**src/design/dsqts_pkg.sv**
```systemverilog
package dsqts_pkg;

   // Input item fields
   typedef struct packed {
      logic [1:0] op;
      logic [2:0] target_one;
      logic [2:0] target_two;
      logic       clear_tracking;
   } req_type;

   // Result item fields
   typedef struct packed {
      logic [3:0] coils_one;
      logic [3:0] coils_two;
      logic       busy_res;
      logic [1:0] position_one;
      logic [1:0] position_two;
      logic [1:0] status;
   } rsp_type;

   // Configuration register set
   typedef struct packed {
      logic [12:0] steps_per_quarter;
      logic [7:0]  step_ticks;
      logic        reverse_sequence_two;
      logic        reverse_pins_two;
      logic [1:0]  park_position;
   } cfg_type;

   // Operation codes
   localparam logic [1:0] OP_TICK      = 2'd0;
   localparam logic [1:0] OP_MOVE_BOTH = 2'd1;
   localparam logic [1:0] OP_MOVE_ONE  = 2'd2;
   localparam logic [1:0] OP_MOVE_TWO  = 2'd3;

   // Status codes
   localparam logic [1:0] STATUS_OK    = 2'd0;
   localparam logic [1:0] STATUS_RANGE = 2'd1;
   localparam logic [1:0] STATUS_BUSY  = 2'd2;

   // Configuration register indexes
   localparam int CSR_INDEX_W = 3;
   localparam int CSR_DATA_W  = 13;
   localparam logic [CSR_INDEX_W-1:0] CSR_STEPS_PER_QUARTER    = 3'd0;
   localparam logic [CSR_INDEX_W-1:0] CSR_STEP_TICKS           = 3'd1;
   localparam logic [CSR_INDEX_W-1:0] CSR_REVERSE_SEQUENCE_TWO = 3'd2;
   localparam logic [CSR_INDEX_W-1:0] CSR_REVERSE_PINS_TWO     = 3'd3;
   localparam logic [CSR_INDEX_W-1:0] CSR_PARK_POSITION        = 3'd4;

   // Configuration reset values
   localparam logic [12:0] SPQ_RESET        = 13'd1024;
   localparam logic [7:0]  STEP_TICKS_RESET = 8'd2;

   // Half-step coil pattern for one phase
   function automatic logic [3:0] half_step(input logic [2:0] idx);
      logic [3:0] c;
      case (idx)
         3'd0: c = 4'h1;
         3'd1: c = 4'h3;
         3'd2: c = 4'h2;
         3'd3: c = 4'h6;
         3'd4: c = 4'h4;
         3'd5: c = 4'hC;
         3'd6: c = 4'h8;
         3'd7: c = 4'h9;
         default: c = 4'h0;
      endcase
      return c;
   endfunction

   // Swap coil order IN1..IN4 to IN4..IN1
   function automatic logic [3:0] rev_nibble(input logic [3:0] v);
      return {v[0], v[1], v[2], v[3]};
   endfunction

endpackage

```
**src/design/dual_stepper_quarter_turn_sequencer.sv**
```systemverilog
// A req transfer reaches its rsp through the input register and then the result register.
// Throughput: one item per cycle while rsp_stall is low; the motor state update is a single pass of
// logic between the input register and the result register.
// Reset (synchronous, active high): registers back to defaults, positions at
// zero, coils off, not moving, both channels empty.
module dual_stepper_quarter_turn_sequencer #(
   parameter int MAX_STEPS_PER_QUARTER = 4096
) (
   input  logic                              clock,
   input  logic                              reset,
   input  logic                              req_valid,
   output logic                              req_stall,
   input  dsqts_pkg::req_type                req_data,
   output logic                              rsp_valid,
   input  logic                              rsp_stall,
   output dsqts_pkg::rsp_type                rsp_data,
   input  logic                              csr_we,
   input  logic [dsqts_pkg::CSR_INDEX_W-1:0] csr_index,
   input  logic [dsqts_pkg::CSR_DATA_W-1:0]  csr_wdata
);
   import dsqts_pkg::*;

   cfg_type cfg;
   logic    item_valid;
   req_type item;
   logic    item_take;

   dsqts_csr u_csr (
      .clock     (clock),
      .reset     (reset),
      .csr_we    (csr_we),
      .csr_index (csr_index),
      .csr_wdata (csr_wdata),
      .cfg       (cfg)
   );

   dsqts_in_stage u_in_stage (
      .clock      (clock),
      .reset      (reset),
      .req_valid  (req_valid),
      .req_stall  (req_stall),
      .req_data   (req_data),
      .item_valid (item_valid),
      .item       (item),
      .item_take  (item_take)
   );

   dsqts_engine #(
      .MAX_STEPS_PER_QUARTER (MAX_STEPS_PER_QUARTER)
   ) u_engine (
      .clock      (clock),
      .reset      (reset),
      .cfg        (cfg),
      .item_valid (item_valid),
      .item       (item),
      .item_take  (item_take),
      .rsp_valid  (rsp_valid),
      .rsp_stall  (rsp_stall),
      .rsp_data   (rsp_data)
   );

   // A rejected-while-busy result always reports the move still running
   a_busy_status: assert property (@(posedge clock) disable iff (reset)
      (rsp_valid && rsp_data.status == STATUS_BUSY) |-> rsp_data.busy_res)
      else $error("busy status without busy flag");

   // Coils are off whenever no move is running
   a_idle_coils: assert property (@(posedge clock) disable iff (reset)
      (rsp_valid && !rsp_data.busy_res) |->
      (rsp_data.coils_one == 4'h0 && rsp_data.coils_two == 4'h0))
      else $error("coils driven while idle");

   // Nothing is presented right after reset
   a_reset_empty: assert property (@(posedge clock)
      reset |=> !rsp_valid)
      else $error("result valid after reset");

endmodule

```
**src/design/dsqts_csr.sv**
```systemverilog
module dsqts_csr (
   input  logic                             clock,
   input  logic                             reset,
   input  logic                             csr_we,
   input  logic [dsqts_pkg::CSR_INDEX_W-1:0] csr_index,
   input  logic [dsqts_pkg::CSR_DATA_W-1:0]  csr_wdata,
   output dsqts_pkg::cfg_type               cfg
);
   import dsqts_pkg::*;

   cfg_type cfg_ff, cfg_in;

   // Decode register writes
   always_comb begin
      cfg_in = cfg_ff;
      if (csr_we) begin
         case (csr_index)
            CSR_STEPS_PER_QUARTER:    cfg_in.steps_per_quarter = csr_wdata[12:0];
            CSR_STEP_TICKS:           cfg_in.step_ticks = csr_wdata[7:0];
            CSR_REVERSE_SEQUENCE_TWO: cfg_in.reverse_sequence_two = csr_wdata[0];
            CSR_REVERSE_PINS_TWO:     cfg_in.reverse_pins_two = csr_wdata[0];
            CSR_PARK_POSITION:        cfg_in.park_position = csr_wdata[1:0];
            default:                  cfg_in = cfg_ff;
         endcase
      end
   end

   always_ff @(posedge clock) begin
      if (reset) begin
         cfg_ff.steps_per_quarter    <= SPQ_RESET;
         cfg_ff.step_ticks           <= STEP_TICKS_RESET;
         cfg_ff.reverse_sequence_two <= 1'b0;
         cfg_ff.reverse_pins_two     <= 1'b0;
         cfg_ff.park_position        <= 2'd0;
      end else begin
         cfg_ff <= cfg_in;
      end
   end

   assign cfg = cfg_ff;

endmodule

```
**src/design/dsqts_in_stage.sv**
```systemverilog
module dsqts_in_stage (
   input  logic               clock,
   input  logic               reset,
   input  logic               req_valid,
   output logic               req_stall,
   input  dsqts_pkg::req_type req_data,
   output logic               item_valid,
   output dsqts_pkg::req_type item,
   input  logic               item_take
);
   import dsqts_pkg::*;

   logic    valid_ff, valid_in;
   req_type item_ff, item_in;
   logic    load;

   // Refill when empty or when the held item moves on this cycle
   assign load      = req_valid && (!valid_ff || item_take);
   assign req_stall = valid_ff && !item_take;

   always_comb begin
      valid_in = valid_ff;
      item_in  = item_ff;
      if (load) begin
         valid_in = 1'b1;
         item_in  = req_data;
      end else if (item_take) begin
         valid_in = 1'b0;
      end
   end

   always_ff @(posedge clock) begin
      if (reset) begin
         valid_ff <= 1'b0;
      end else begin
         valid_ff <= valid_in;
      end
   end

   always_ff @(posedge clock) begin
      item_ff <= item_in;
   end

   assign item_valid = valid_ff;
   assign item       = item_ff;

endmodule

```
**src/design/dsqts_engine.sv**
```systemverilog
module dsqts_engine #(
   parameter int MAX_STEPS_PER_QUARTER = 4096
) (
   input  logic               clock,
   input  logic               reset,
   input  dsqts_pkg::cfg_type cfg,
   input  logic               item_valid,
   input  dsqts_pkg::req_type item,
   output logic               item_take,
   output logic               rsp_valid,
   input  logic               rsp_stall,
   output dsqts_pkg::rsp_type rsp_data
);
   import dsqts_pkg::*;

   localparam int LW       = $clog2(3 * MAX_STEPS_PER_QUARTER + 1);
   localparam int SPQ_CAPV = (MAX_STEPS_PER_QUARTER > 8191) ? 8191 : MAX_STEPS_PER_QUARTER;
   localparam logic [12:0] SPQ_CAP = 13'(SPQ_CAPV);

   // Motor tracking state
   logic [1:0]    pos_one_ff, pos_one_in, pos_two_ff, pos_two_in;
   logic [2:0]    phase_one_ff, phase_one_in, phase_two_ff, phase_two_in;
   logic [LW-1:0] left_one_ff, left_one_in, left_two_ff, left_two_in;
   logic [1:0]    pend_one_ff, pend_one_in, pend_two_ff, pend_two_in;
   logic [7:0]    wait_ff, wait_in;
   logic          moving_ff, moving_in;
   logic [7:0]    coil_ff, coil_in;
   logic [1:0]    status;

   // Result register
   logic    rsp_valid_ff, rsp_valid_in;
   rsp_type rsp_ff, rsp_in;

   logic          do_one, do_two;
   logic [12:0]   spq_sat;
   logic [1:0]    dist_one, dist_two;
   logic [LW-1:0] steps_one, steps_two;
   logic [3:0]    coil_two;

   assign item_take = item_valid && (!rsp_valid_ff || !rsp_stall);

   // Forward distance times steps per quarter, as two shifted adds
   assign spq_sat  = (32'(cfg.steps_per_quarter) > 32'(SPQ_CAPV)) ? SPQ_CAP
                                                                   : cfg.steps_per_quarter;
   assign dist_one = item.target_one[1:0] - pos_one_ff;
   assign dist_two = item.target_two[1:0] - pos_two_ff;
   assign steps_one = (dist_one[0] ? LW'(spq_sat) : '0)
                    + (dist_one[1] ? LW'({spq_sat, 1'b0}) : '0);
   assign steps_two = (dist_two[0] ? LW'(spq_sat) : '0)
                    + (dist_two[1] ? LW'({spq_sat, 1'b0}) : '0);

   assign do_one = (item.op == OP_MOVE_BOTH) || (item.op == OP_MOVE_ONE);
   assign do_two = (item.op == OP_MOVE_BOTH) || (item.op == OP_MOVE_TWO);

   // Motor two pattern with optional sequence and pin reversal
   always_comb begin
      coil_two = half_step(cfg.reverse_sequence_two ? ~phase_two_ff : phase_two_ff);
      if (cfg.reverse_pins_two) begin
         coil_two = rev_nibble(coil_two);
      end
   end

   // Next state for one item
   always_comb begin
      pos_one_in   = pos_one_ff;
      pos_two_in   = pos_two_ff;
      phase_one_in = phase_one_ff;
      phase_two_in = phase_two_ff;
      left_one_in  = left_one_ff;
      left_two_in  = left_two_ff;
      pend_one_in  = pend_one_ff;
      pend_two_in  = pend_two_ff;
      wait_in      = wait_ff;
      moving_in    = moving_ff;
      coil_in      = coil_ff;
      status       = STATUS_OK;

      if (item.op == OP_TICK) begin
         if (item.clear_tracking) begin
            // Abort and return tracking to home
            pos_one_in   = cfg.park_position;
            pos_two_in   = cfg.park_position;
            phase_one_in = '0;
            phase_two_in = '0;
            pend_one_in  = '0;
            pend_two_in  = '0;
            left_one_in  = '0;
            left_two_in  = '0;
            wait_in      = '0;
            moving_in    = 1'b0;
            coil_in      = '0;
         end else if (moving_ff) begin
            if (wait_ff != '0) begin
               wait_in = wait_ff - 8'd1;
            end else if (left_one_ff != '0 || left_two_ff != '0) begin
               // Advance each motor that still has steps
               if (left_one_ff != '0) begin
                  coil_in[3:0] = half_step(phase_one_ff);
                  phase_one_in = phase_one_ff + 3'd1;
                  left_one_in  = left_one_ff - LW'(1);
               end
               if (left_two_ff != '0) begin
                  coil_in[7:4] = coil_two;
                  phase_two_in = phase_two_ff + 3'd1;
                  left_two_in  = left_two_ff - LW'(1);
               end
               wait_in = cfg.step_ticks;
            end else begin
               // Settle positions and drop the coils
               pos_one_in = pend_one_ff;
               pos_two_in = pend_two_ff;
               coil_in    = '0;
               moving_in  = 1'b0;
               left_one_in = '0;
               left_two_in = '0;
               wait_in     = '0;
            end
         end
      end else if (moving_ff) begin
         status = STATUS_BUSY;
      end else if ((do_one && item.target_one[2]) || (do_two && item.target_two[2])) begin
         status = STATUS_RANGE;
      end else begin
         pend_one_in = do_one ? item.target_one[1:0] : pos_one_ff;
         pend_two_in = do_two ? item.target_two[1:0] : pos_two_ff;
         left_one_in = do_one ? steps_one : '0;
         left_two_in = do_two ? steps_two : '0;
         wait_in     = '0;
         if (left_one_in == '0 && left_two_in == '0) begin
            // Nothing to travel: settle at once
            pos_one_in = pend_one_in;
            pos_two_in = pend_two_in;
            coil_in    = '0;
            moving_in  = 1'b0;
         end else begin
            moving_in = 1'b1;
         end
      end

      rsp_in.coils_one    = coil_in[3:0];
      rsp_in.coils_two    = coil_in[7:4];
      rsp_in.busy_res     = moving_in;
      rsp_in.position_one = pos_one_in;
      rsp_in.position_two = pos_two_in;
      rsp_in.status       = status;
   end

   // Output valid: set on a transfer in, drop once taken
   always_comb begin
      rsp_valid_in = rsp_valid_ff;
      if (item_take) begin
         rsp_valid_in = 1'b1;
      end else if (!rsp_stall) begin
         rsp_valid_in = 1'b0;
      end
   end

   always_ff @(posedge clock) begin
      if (reset) begin
         pos_one_ff   <= 2'd0;
         pos_two_ff   <= 2'd0;
         phase_one_ff <= '0;
         phase_two_ff <= '0;
         left_one_ff  <= '0;
         left_two_ff  <= '0;
         pend_one_ff  <= '0;
         pend_two_ff  <= '0;
         wait_ff      <= '0;
         moving_ff    <= 1'b0;
         coil_ff      <= '0;
         rsp_valid_ff <= 1'b0;
      end else begin
         rsp_valid_ff <= rsp_valid_in;
         if (item_take) begin
            pos_one_ff   <= pos_one_in;
            pos_two_ff   <= pos_two_in;
            phase_one_ff <= phase_one_in;
            phase_two_ff <= phase_two_in;
            left_one_ff  <= left_one_in;
            left_two_ff  <= left_two_in;
            pend_one_ff  <= pend_one_in;
            pend_two_ff  <= pend_two_in;
            wait_ff      <= wait_in;
            moving_ff    <= moving_in;
            coil_ff      <= coil_in;
         end
      end
   end

   always_ff @(posedge clock) begin
      if (item_take) begin
         rsp_ff <= rsp_in;
      end
   end

   assign rsp_valid = rsp_valid_ff;
   assign rsp_data  = rsp_ff;

endmodule
```
**config.mk**
```make
export PLATFORM = sky130hd
export DESIGN_NAME = dual_stepper_quarter_turn_sequencer
export DESIGN_NICKNAME = d
export VERILOG_FILES = /design/src/design/dsqts_pkg.sv /design/src/design/dual_stepper_quarter_turn_sequencer.sv /design/src/design/dsqts_csr.sv /design/src/design/dsqts_in_stage.sv /design/src/design/dsqts_engine.sv
export SDC_FILE = /design/constraint.sdc
export NUM_CORES = 1
export LEC_CHECK = 0
export BUFFER_PORTS_ARGS = -buffer_cell sky130_fd_sc_hd__buf_4
export CAP_MARGIN = 25
export CORE_ASPECT_RATIO = 1.5
export CORE_UTILIZATION = 27
export CTS_CLUSTER_SIZE = 8
export DETAILED_ROUTE_END_ITERATION = 8
export SETUP_SLACK_MARGIN = 0.4
export SLEW_MARGIN = 30
export SYNTH_ARGS = -nofsm -noshare
export SYNTH_HDL_FRONTEND = slang
export SYNTH_SLANG_ARGS = --single-unit
```
**constraint.sdc**
```tcl
create_clock -name clock -period 4.6 [get_ports clock]
set_input_delay 0.92 -clock clock [delete_from_list [all_inputs] [get_ports clock]]
set_output_delay 0.92 -clock clock [all_outputs]
set_load 0.005 [all_outputs]
```
==> results.txt <==
- NumNets Final: 1082
- The floorplan step defined a die boundary enclosing 0.0287 mm2.
* Post-detailed-route count of antenna-violating nets: 0
- Number of synthesized register bits: 114
- Type of the worst setup path: reg2reg
* Detailed placement HPWL: 16.1 mm
- Aggregate negative setup slack: 0 ns
- Max-cap violations in this run came to 0.
- Core area: 0.0274 mm2
* Num CTS Buffers: 17
* Worst clock skew: 0.00765 ns
- The synthesized design devotes to its leading area cell type 23.8% of total area.
* Total routing resource utilization after global routing: 15.1%
- Cell types with the largest area share after synthesis: sky130_fd_sc_hd__dfxtp_1, sky130_fd_sc_hd__edfxtp_1, sky130_fd_sc_hd__nor2_1
- Initial core utilization: 27.6%
* Critical R2R Capture: u_engine.pos_two_ff[0]
- H-tree levels: 4
* Violations in the final reports: DRC
* Cell accounting for the most synthesized area: sky130_fd_sc_hd__dfxtp_1
- Including well taps, the total number of placed cells is 1329.
* Via density per instance: 5.23
* Layout cells sized above 1: 15.4%
- Post-synth EDFFs: 24
* CTS tree: done
* Commonest cells post-synth: sky130_fd_sc_hd__nor2_1, sky130_fd_sc_hd__nand2_1, sky130_fd_sc_hd__dfxtp_1
* Endpoint kind of the worst setup timing path: flop
- Register-to-Register Setup Slack: 0.51 ns
* Number of ports placed on the die boundary: 47
* Final Hold Violating Endpoints: 0
- Routability-driven placement finished with a final weighted congestion of 0.891.
- Most common cell in the netlist: sky130_fd_sc_hd__nor2_1
- The analysis attributes to cell leakage a power of 0.00339 uW.
- Measured in cells, the most critical reg-to-reg path has a length of 17.
* Slew @ Worst Pin: 0.929 ns
* WL/cell: 15.8 um
- Worst Hold Path Cells: 2
* End point of the most critical hold path: u_csr.cfg[18]
- Excluding fillers, the count of instances in the completed layout stands at 1371.
- In this run the critical register-to-register path is launched from u_in_stage.item[4].
- Clock insertion delay at the later pin of the skew report: 0.42 ns
* Relative slew margins: 38.1%
- Width of the die: 139 um
- For the worst setup path, the data required time is 4.90 ns.
* Fillers: 2916
- Number of antenna violations at the first check in global routing: 0
* Min-delay src: u_csr.cfg[18]
- DR pass1 iterations: 7
- The tree built by TritonCTS fans out to 114 sinks.
* Number of design-rule violations left by the first detailed-router iteration: 396
- Synthesis produced a netlist with a net count of 1035.
* Stage delay of the slowest cell on the critical path: 0.42 ns
- For this run, the number of Yosys warnings is 0.
- Result of the run: finished with violations
* Clock tree root driver cell: sky130_fd_sc_hd__clkbuf_16
- Unrepaired setup endpoints after global routing: no
- Remaining DRCs: 8
- Across all layers, the routed design uses 7167 vias.
- After synthesis, flip-flops and latches occupy 33.3% of the total area.
- Total of buffers placed on input and output ports: 46
* Pin count of the biggest net entering global routing: 83
- The floorplan has 74 rows.
- Most used DFF post-synth: sky130_fd_sc_hd__dfxtp_1
- The worst setup path is launched from a flop.
- First-pass GRT wire length: 34.5 mm
- Synthesis produced a netlist whose cell count is 969.
- Area of the mapped netlist: 0.00758 mm2
- Walking the worst path, the cells encountered are inv_1, ha_1, xnor2_2, xnor2_2, nor2_1, ha_2, inv_1, fa_2, nand2b_4, a211o_1, a21oi_2, o21ai_0, a21oi_1, o211ai_1, and4b_4, nand2_4, o311a_2.
* Maximum frequency from static timing analysis: 245 MHz
- IR drop worst, VDD: 0.172 mV
- Averaged over all synthesized cells, the footprint is 7.82 um2.
* Share of the clock period used by the worst path: 88.8%
- Compared with the post-synthesis result, the final layout area differs by 19.0%.
- Worst-path clk slew: 0.06 ns
- Data arrives at the worst endpoint at 4.39 ns.
- The count of final max-slew check failures came to 0.
- The most critical setup path has its startpoint at u_in_stage.item[4].
* Final period demand of the worst path: 4.09 ns
* Power per Cell Area: 313 mW/mm2
- From bottom edge to top edge, the die measures 207 um.
- 0 antenna diodes ended up in the layout.
- Counting distinct cell types in the post-synthesis netlist gives 86.
* CTS max path bufs: 2
- After synthesis, the share of flip-flops with an asynchronous set or reset is 0%.
- Summed over all layers, the routed wires come to 21.6 mm.
* GRT Residual Overflow: 0
- Slowest library cell on the worst path: sky130_fd_sc_hd__and4b_4
- Hold Path Class: reg2reg
- Final setup vio count: 0
- The number of global-route vias before repair was 6806.
* Worst Path Max Fanout: 5
-- power by group --
group / internal (uW) / leakage [uW] / total, uW / switching [uW]
Clock: 736 / 0.000252 / 1240 / 506
Combinational: 193 / 0.00218 / 498 / 305
Sequential: 1050 / 0.000962 / 1080 / 27.0
-- routing by layer --
layer / GRT usage [%] / part of all wire (%)
met5: 0 / 0
met3: 2.17 / 3.2
met1: 15.6 / 38
met2: 27.8 / 52
met4: 10.6 / 6.0
-- cell usage in the layout (no fill, tap or decap), types with 11 or more instances in the layout --
master / instances
sky130_fd_sc_hd__a211oi_1: 20
sky130_fd_sc_hd__buf_4: 68
sky130_fd_sc_hd__ha_1: 31
sky130_fd_sc_hd__clkbuf_16: 17
sky130_fd_sc_hd__a21oi_1: 80
sky130_fd_sc_hd__nor2_1: 158
sky130_fd_sc_hd__nor2b_1: 11
sky130_fd_sc_hd__xnor2_1: 11
sky130_fd_sc_hd__nand2b_1: 26
sky130_fd_sc_hd__and3_1: 11
sky130_fd_sc_hd__nor3_1: 23
sky130_fd_sc_hd__dfxtp_1: 88
sky130_fd_sc_hd__nand3_1: 12
sky130_fd_sc_hd__a22oi_1: 25
sky130_fd_sc_hd__or3_1: 11
sky130_fd_sc_hd__inv_1: 36
sky130_fd_sc_hd__o21ai_0: 62
sky130_fd_sc_hd__nand2_1: 105
sky130_fd_sc_hd__edfxtp_1: 24
-- worst max path at each step --
| stage | endpoint | slack, ns | cells past startpoint |
|---|---|---|---|
| 3_5_place_dp | u_engine.rsp_data[7] | 0.23 | 17 |
| 6_report | u_engine.pos_two_ff[0] | 0.51 | 17 |
| 5_1_grt | u_engine.pos_two_ff[0] | 0.37 | 17 |
| 3_3_place_gp | u_engine.rsp_data[7] | 0.29 | 17 |
| 4_1_cts | u_engine.rsp_data[7] | 0.43 | 14 |
| 2_1_floorplan | u_engine.rsp_data[11] | 0.59 | 19 |
-- stage by stage --
step,worst slack (ns),hold WS (ns),cell area (um2),utilization [%],total power [uW]
after detailed placement,0.225,0.448,8240,30.1,1560
final,0.514,0.457,9020,32.9,2820
after CTS,0.430,0.459,8800,32.1,2810
after global placement,0.293,0.444,8240,30.1,1560
after global routing,0.372,0.483,9020,32.9,2940
after floorplan,0.585,0.431,7580,-,1420
-- cell type report --
cell class                 count  area [um2]  area share, %
clock buffer                  18         429           4.76
clock inverter                14         116           1.29
inverter                      36         135           1.50
multi-input combinational    777        4840           53.7
sequential                   114        2520           28.0
tap                          342         428           4.75
timing repair buffer          70         542           6.01
-- worst max-delay path: cells and delay by family (launching register included) --
kind / cells / cell delay (ns)
compound gates: 6 / 1.65
fa+ha+maj: 3 / 0.77
simple gates: 4 / 0.77
flops: 1 / 0.35
xor+xnor: 2 / 0.34
buf+inv: 2 / 0.10
-- sequential cells by signal (all words and copies together) (netlist names), named ones only --
register,flops
u_engine.phase_two_ff,3
u_engine.pos_two_ff,2
u_engine.rsp_valid,1
u_in_stage.item,9
u_engine.moving_ff,1
u_engine.coil_ff,8
u_engine.wait_ff,8
u_engine.pend_two_ff,2
u_engine.left_two_ff,14
u_csr.cfg,25
u_engine.phase_one_ff,3
u_engine.pend_one_ff,2
u_engine.rsp_data,15
u_in_stage.item_valid,1
u_engine.pos_one_ff,2
u_engine.left_one_ff,14
-- cells by family after synthesis --
kind of cell             count (synthesis)  synth area share [%]
AO/OA/AOI/OAI                          281                  24.2
XOR/XNOR                                25                  2.89
adder cells (fa/ha/maj)                 36                  6.14
buffers and inverters                   79                  4.71
flip-flops                             114                  33.3
multiplexers                            13                  1.77
AND/OR/NAND/NOR                        421                  27.0
-- repair_timing --
action,4_1_cts,5_1_grt
resized for setup,1,23
hold buffers,0,0
setup endpoints to repair,25,26
pin swaps,0,12
setup buffers,0,9
gates cloned,0,1
No activity file was read; power rests on OpenSTA's default activity.
